--- config.mk ---
export PLATFORM = sky130hd
export DESIGN_NAME = wspd_front
export DESIGN_NICKNAME = d
export VERILOG_FILES = /design/src/sv/wspd_pkg.sv /design/src/sv/wspd_front.sv
export SDC_FILE = /design/constraint.sdc
export NUM_CORES = 2
export LEC_CHECK = 0
export BUFFER_PORTS_ARGS = -buffer_cell sky130_fd_sc_hd__buf_2
export CAP_MARGIN = 30
export CORE_ASPECT_RATIO = 0.5
export CORE_MARGIN = 8
export CORE_UTILIZATION = 42
export CTS_CLUSTER_SIZE = 8
export DETAILED_ROUTE_END_ITERATION = 8
export PLACE_DENSITY_LB_ADDON = 0.2
export SLEW_MARGIN = 20
export SYNTH_ARGS = -nofsm -noshare
export SYNTH_HDL_FRONTEND = slang
export SYNTH_SLANG_ARGS = --single-unit
--- constraint.sdc ---
create_clock -name clk -period 26 [get_ports clk]
set_input_delay 1.3 -clock clk [delete_from_list [all_inputs] [get_ports clk]]
set_output_delay 1.3 -clock clk [all_outputs]
set_load 0.01 [all_outputs]
--- src/sv/wspd_pkg.sv ---
// shared constants and types for the working set phase detector
package wspd_pkg;
	localparam int SigLog2 = 10;
	localparam int MaxPhases = 16;
	localparam int SigBits = 1 << SigLog2;
	localparam int SigWords = SigBits / 64;
	localparam int WordW = (SigWords > 1) ? $clog2(SigWords) : 1;
	localparam int PhW = (MaxPhases > 1) ? $clog2(MaxPhases) : 1;
	localparam int CntW = $clog2(MaxPhases + 1);
	localparam int PopW = SigLog2 + 1;
	localparam int WPopW = 7;
	localparam int QDepth = 4;
	localparam int QPtrW = 2;
	localparam logic [63:0] HashMult = 64'h9E3779B97F4A7C15;
	localparam logic [31:0] HashLo = HashMult[31:0];
	localparam logic [31:0] HashHi = HashMult[63:32];
	localparam logic [1:0] RegInterval = 2'd0;
	localparam logic [1:0] RegThresh = 2'd1;
	localparam logic [1:0] RegStable = 2'd2;
	localparam logic [1:0] RegDrop = 2'd3;
	localparam logic [4:0] PhaseNone = 5'h1f;

	// a closed interval handed from front to back
	typedef struct packed {
		logic [SigBits-1:0] sig;
	} wspd_job_t;
endpackage

--- src/sv/wspd_front.sv ---
// front: hashes addresses into the signature and closes intervals
module wspd_front (
	input  logic                    clk,
	input  logic                    arst_n,
	input  logic                    push,
	output logic                    full,
	input  logic [63:0]             instr_address,
	input  logic [31:0]             interval_length,
	input  logic                    interval_wr,
	input  logic [5:0]              dropped_low_bits,
	input  logic                    q_full,
	output logic                    q_push,
	output wspd_pkg::wspd_job_t     q_job
);
	logic [wspd_pkg::SigBits-1:0] cur_sig_q;
	logic [31:0]  count_q;
	logic [31:0]  mod_q;
	logic         busy_q;
	logic [31:0]  rem_q;
	logic [31:0]  num_q;
	logic [5:0]   step_q;
	logic [32:0]  rem_sh;
	logic [32:0]  rem_diff;
	logic [31:0]  rem_next;
	logic         v_s1;
	logic [63:0]  shifted_s1;
	logic         bnd_s1;
	logic         v_s2;
	logic [31:0]  lo_s2;
	logic [31:0]  cross_a_s2;
	logic [31:0]  cross_b_s2;
	logic         bnd_s2;
	logic [63:0]  mul_lo;
	logic [31:0]  mul_a;
	logic [31:0]  mul_b;
	logic [31:0]  hash;
	logic [wspd_pkg::SigLog2-1:0] idx;
	logic [wspd_pkg::SigBits-1:0] merged;
	logic         bnd_now;
	logic         stall;
	logic         take;

	// hold the pipeline while a boundary waits for queue space
	assign stall = v_s2 && bnd_s2 && q_full;
	assign full = stall || busy_q || interval_wr;
	assign take = push && !full;

	// boundary when the running remainder is zero
	assign bnd_now = (mod_q == 32'd0);

	// one restoring remainder step of count over the interval length
	always_comb begin
		rem_sh = {rem_q, num_q[31]};
		if (rem_sh >= {1'b0, interval_length})
			rem_diff = rem_sh - {1'b0, interval_length};
		else
			rem_diff = rem_sh;
		rem_next = rem_diff[31:0];
	end

	// instruction counter and its remainder, rebuilt after an interval write
	always_ff @(posedge clk or negedge arst_n) begin
		if (!arst_n) begin
			count_q <= '0;
			mod_q <= '0;
			busy_q <= 1'b0;
			rem_q <= '0;
			num_q <= '0;
			step_q <= '0;
		end else if (interval_wr) begin
			busy_q <= 1'b1;
			rem_q <= '0;
			num_q <= count_q;
			step_q <= 6'd32;
		end else if (busy_q) begin
			rem_q <= rem_next;
			num_q <= {num_q[30:0], 1'b0};
			step_q <= step_q - 6'd1;
			if (step_q == 6'd1) begin
				busy_q <= 1'b0;
				mod_q <= rem_next;
			end
		end else if (take) begin
			count_q <= count_q + 32'd1;
			if (interval_length == 32'd0)
				mod_q <= count_q + 32'd1;
			else if (count_q == 32'hFFFF_FFFF || mod_q + 32'd1 >= interval_length)
				mod_q <= '0;
			else
				mod_q <= mod_q + 32'd1;
		end
	end

	// stage 1: shift
	always_ff @(posedge clk or negedge arst_n) begin
		if (!arst_n) begin
			v_s1 <= 1'b0;
		end else if (!stall) begin
			v_s1 <= take;
			if (take) begin
				shifted_s1 <= instr_address >> dropped_low_bits;
				bnd_s1 <= bnd_now;
			end
		end
	end

	// partial products of the hash, only bits 63..32 of the product are kept
	assign mul_lo = {32'd0, shifted_s1[31:0]} * {32'd0, wspd_pkg::HashLo};
	assign mul_a = shifted_s1[63:32] * wspd_pkg::HashLo;
	assign mul_b = shifted_s1[31:0] * wspd_pkg::HashHi;

	// stage 2: hash multiply in 32 bit pieces
	always_ff @(posedge clk or negedge arst_n) begin
		if (!arst_n) begin
			v_s2 <= 1'b0;
		end else if (!stall) begin
			v_s2 <= v_s1;
			if (v_s1) begin
				lo_s2 <= mul_lo[63:32];
				cross_a_s2 <= mul_a;
				cross_b_s2 <= mul_b;
				bnd_s2 <= bnd_s1;
			end
		end
	end

	assign hash = lo_s2 + cross_a_s2 + cross_b_s2;
	assign idx = hash[31 -: wspd_pkg::SigLog2];
	always_comb begin
		merged = cur_sig_q;
		merged[idx] = 1'b1;
	end
	assign q_push = v_s2 && bnd_s2 && !q_full;
	assign q_job.sig = merged;

	// stage 3: signature accumulate, cleared at a boundary
	always_ff @(posedge clk or negedge arst_n) begin
		if (!arst_n) begin
			cur_sig_q <= '0;
		end else if (v_s2 && !stall) begin
			cur_sig_q <= bnd_s2 ? '0 : merged;
		end
	end
endmodule

======== After elaboration in Yosys (flattened, before gate mapping) ========
Index checks and enable logic that the tools add are counted.
storage, ports and cells
  register bits ........................... 1322
  input bits .............................. 107
  output and inout port bits .............. 1026
  word-level logic and storage cells ...... 74
cells by class
  $add $sub $neg .......................... 6
  multiply operators ...................... 3
  magnitude comparators ................... 4
  eq/ne operators ......................... 3
  shifts and indexed selects .............. 1
  mux-type cells .......................... 18
  bitwise logic cells ..................... 4
  reductions and logical operators ........ 20
operators by type and width
  cell                    count
  $mux 1024               1
  $or 1024x1024->1024     1
  $mux 32                 10
  $add 32x1->32 const B   2
  $logic_not 32->1        2
  $shr 64x6->64           1
  $mul 32x31->63 const B  1
  $ge 33x32->1            1
  $add 31x32->32          1
  $add 32x32->32          1
  $eq 32x32->1 const B    1
  $ge 32x32->1            1
  $mul 32x31->32 const B  1
  $mul 32x32->32 const B  1
  $sub 32x32->32          1
  $mux 6                  2
  $reduce_and 3->1        4
  $lt 10x11->1 const B    1
  $demux 1 s10            1
  $ge 10x1->1 const B     1
  $eq 6x1->1 const B      1
  $logic_and 1x1->1       6
  $sub 6x1->6 const B     1
  $mux 1                  4
  other kinds (5)         12

======== Logic depth before layout (Yosys ltp) ========
  word-level depth ........................ 8
  gate-level depth with buffers ........... 28
  depth with buffers taken out ............ 28

======== Worst setup path after synthesis ========
Ideal clock, no wire load.
  path kind ............................... register to register
  from .................................... reg shifted_s1[0]
  to ...................................... reg lo_s2[22] (data pin)
  setup time .............................. 0.162 ns
  arrival ................................. 8.256 ns
  required time ........................... 25.838 ns
  path slack .............................. 17.582 ns
  cell stages (with the launch flop) ...... 26
  buffers on the path ..................... 0
  period minus slack after synthesis ...... 8.418 ns
  cells stage by stage .................... edfxtp_1 fa_1 inv_1 fa_1 inv_1 fa_1 fa_1 fa_1 fa_1 fa_1 inv_1 fa_1 inv_1 ha_1 a21oi_1 o21ai_0 a221oi_1 o221a_2 a21oi_1 a211oi_1 a21oi_1 o31ai_1 a21boi_0 o21a_1 or4b_2 o2111ai_1
between the ends
  word-level cells in the longest chain between the ends .. 1
RTL lines
  element                 RTL line           text
  start, declared         wspd_front.sv:26   logic [63:0] shifted_s1;
  start signal, assigned  wspd_front.sv:101  shifted_s1 <= instr_address >> dropped_low_bits;
  $mul 32x31->63          wspd_front.sv:108  assign mul_lo = {32'd0, shifted_s1[31:0]} * {32'd0, wspd_pkg::HashLo};
  via mul_lo[54]          wspd_front.sv:33   logic [63:0] mul_lo;
  end signal, assigned    wspd_front.sv:119  lo_s2 <= mul_lo[63:32];
  end, declared           wspd_front.sv:29   logic [31:0] lo_s2;
The timed path passes the listed nets, and every way through them passes these cells.
A chain may end at the register's enable or synchronous reset.

======== Worst setup path after layout ========
  from .................................... reg shifted_s1[2]
  to ...................................... reg lo_s2[30] (data pin)
Same word-level chain as after synthesis.

==> impl_metrics.yaml <==
power:
  pwr-share-comb_pct: 41.1
  peakVddDrop_uv: 64.96
  power.switching_mw: 3.253
  switching_share_pct: 39.29
  power_frac_clock_pct: 27.6
  finalPower_mw: 8.281
  p_leak_nw: 62.67
  pwr_density_cell_nw_per_um2: 74.21
  p_int_mw: 5.027
  seq_power_share_pct: 31.3
clocking:
  cts_tree: "built"
  ctsHoldBuffers: 0
  cts.reportedPaths.clkPinSlew_ns: 0.06
  clkLatencyLatePin_ns: 0.89
  ctsResizeCount: 0
  cts_made_buffers: 193
  htree_levels: 4
  clock-sinks: 1322
  cts_root_buffer: "clkbuf_16"
  post-cts-setup-buffers: 0
  clock_path_buffers: 4
timing:
  rsz0062_at_grt: "false"
  max_freq_ghz: 0.1026
  finalSetupViolations: 0
  hold_violations: 0
  post-route-min-period_ns: 9.742
  setup_tns_ns: 0
  fin_skew_ns: 0.1430
  hold_ws_ns: 0.3926
  worst_slack_ns: 16.26
  slew_headroom_pct: 23.35
  finalCritPeriodShare_pct: 37.47
  drv_slew: 0
  worstMarginPinSlew_ns: 1.150
logic_synthesis:
  ys_ff_latch: 1322
  ys_types: 77
  synth_cells: 9510
  synth-warning-count: 0
  syn-num-nets: 11180
  synthTopCellsByArea: "dfrtp_1 (30%), fa_1 (16%), ha_1 (10%)"
  avgSynthCellArea_um2: 10.17
  yosysMostFrequentCell: "dfrtp_1"
  async_reset_ff_share_pct: 87.82
  netlist_area_um2: 96710
  synth_top_area_share_pct: 30.04
  synth_common_cells: "dfrtp_1 (1161), inv_1 (1151), a21o_1 (1028)"
  ys.flop_type: "dfrtp_1"
  ys_seq_area_share_pct: 35.04
  synth_edf_count: 161
  yosys.area.top_type: "dfrtp_1"
job:
  cap_violations: 0
layout:
  fillers: 21660
  fin_cells: 13700
  drive_gt1_share_pct: 16.49
  nets: 12240
  syn_to_final_growth_pct: 15.38
  fin_util_pct: 48.79
  fin_area_um2: 111600
routing:
  drc_errors: 0
  drt-initial-drc-count: 7858
  vias: 79690
  antenna_left: 0
  vias_per_cell: 5.818
  routed_wl_um: 412500
  wire_per_inst_um: 30.11
  firstDrtPassIters: 8
critical_path:
  worstPathMaxFanout: 11
  cp_data_required_time_ns: 26.54
  start_kind: "register"
  ff2ff_path_depth: 24
  crit_type: "register to register"
  cp-end-kind: "register"
  r2r_slack_ns: 16.26
  r2r_start: "shifted_s1[2]$_DFFE_PP_"
  rr_endpoint: "lo_s2[30]$_DFFE_PP_"
  arrival_ns: 10.28
place:
  io_buffers: 1132
  pre_cts_ws_ns: 16.38
  dpl.hpwl_um: 313300
  dp_cells: 13420
  postPlaceCellArea_um2: 106100
  gp_congestion: 1.010
global_routing:
  track_usage_pct: 32.37
  grt_first_pass_wirelength_um: 585500
  antenna_found_initial: 38
  grt_max_degree: 178
  grt_pass1_vias: 78980
  grt-ovfl-total: 0
floorplan:
  fp.dieArea_um2: 246800
  start_util_pct: 42.29
  core_um2: 228700
  fp.dieH_um: 355.3
  ios: 1133
  die_w_um: 694.6
  fp-row-count: 124
worst_hold_path:
  min_path_type: "primary input to asynchronous set/reset pin"
outcome:
  status: "finished, final reports clean"
[worst max-delay path: stages, from the launching register on]
cell and delay (ns):
edfxtp_1 0.65, fa_1 0.72, xor2_1 0.61, ha_1 0.39, fa_1 0.53, fa_1 0.53
fa_1 0.52, fa_1 0.55, fa_1 0.60, inv_1 0.07, fa_1 0.54, inv_1 0.06
ha_1 0.32, and4_1 0.25, a221oi_1 0.40, o221a_2 0.26, a21oi_1 0.10, a211oi_1 0.27
buf_4 0.18, a21oi_1 0.15, o31ai_1 0.75, o21ai_0 0.37, o41a_1 0.42, a21oi_1 0.19
xnor2_1 0.08
[registers in the layout, summed over array words and instances, names as in the netlist]
signal and flops:
cross_b_s2 32, cur_sig_q 1024, num_q 32, mod_q 32, count_q 32, bnd_s2 1, busy_q 1, bnd_s1 1
shifted_s1 64, step_q 6, v_s1 1, cross_a_s2 32, lo_s2 31, rem_q 32, v_s2 1
[cell type report]
cell class / count / area (um^2) / share of cell area [%]
sequential: 1322 / 33890 / 30.37
tap: 3087 / 3862 / 3.462
inverter: 1154 / 4332 / 3.882
clock inverter: 12 / 148.9 / 0.1334
antenna: 16 / 40.04 / 0.03588
timing repair buffer: 1385 / 7745 / 6.941
multi-input combinational: 6508 / 56640 / 50.76
clock buffer: 213 / 4925 / 4.414
[power by group through the flow]
stage	registers, mW	logic (mW)	clock network (mW)
floorplan	2.56	2.10	0
global placement	2.61	3.30	0
detailed placement	2.62	3.34	0
CTS	2.59	3.37	2.31
global route	2.62	3.70	2.40
finish	2.59	3.40	2.28
[kinds of logic (layout without fill, tap and decap cells)]
group	count (synthesis)	in the layout	share of synthesized area (%)
flops	1322	1322	35.04
mux	149	149	2.192
compound gates	2706	2706	19.16
other cells	0	16	0
xor+xnor	281	281	2.545
buf+inv	1680	2764	6.725
fa+ha+maj	1565	1565	26.34
simple gates	1807	1807	7.996
[placed cells by master, fill, tap and decap left out, types with 19 or more instances in the layout]
cell type	instances
ha_1	780
nor2b_1	20
nor3_2	20
clkbuf_16	193
dfrtp_1	1160
nand2_1	995
xor2_1	90
buf_2	1177
mux4_2	49
o21bai_1	98
a21oi_1	178
a22o_1	402
inv_1	1151
nand3_1	74
xnor2_1	189
o22ai_1	29
o21ai_0	766
o21a_1	26
nor4_1	19
fa_1	785
edfxtp_1	161
mux2i_1	87
nor3_1	155
a211oi_1	43
nor2_1	308
nand4_1	46
a31oi_1	23
and2_1	20
buf_4	178
and3_1	39
a21o_1	1028
[worst max path at each step]
stage / start / end / slack (ns) / cells after the start
after floorplan: shifted_s1[0]$_DFFE_PP_ / lo_s2[22]$_DFFE_PP_ / 17.58 / 25
after global placement: shifted_s1[2]$_DFFE_PP_ / lo_s2[30]$_DFFE_PP_ / 16.40 / 24
after detailed placement: shifted_s1[3]$_DFFE_PP_ / lo_s2[30]$_DFFE_PP_ / 16.38 / 24
after CTS: shifted_s1[3]$_DFFE_PP_ / lo_s2[30]$_DFFE_PP_ / 16.35 / 24
after global routing: shifted_s1[2]$_DFFE_PP_ / lo_s2[30]$_DFFE_PP_ / 16.05 / 26
final: shifted_s1[2]$_DFFE_PP_ / lo_s2[30]$_DFFE_PP_ / 16.26 / 24
[routing by layer]
layer,share of wire [%],global-route usage [%],vias to the layer above
li1,-,-,34370
met1,42,43.96,40830
met2,44,49.16,3637
met3,8.1,6.684,823
met4,6.0,16.30,26
met5,0.042,0,-
Note: power is estimated with default switching activity, not from simulation.
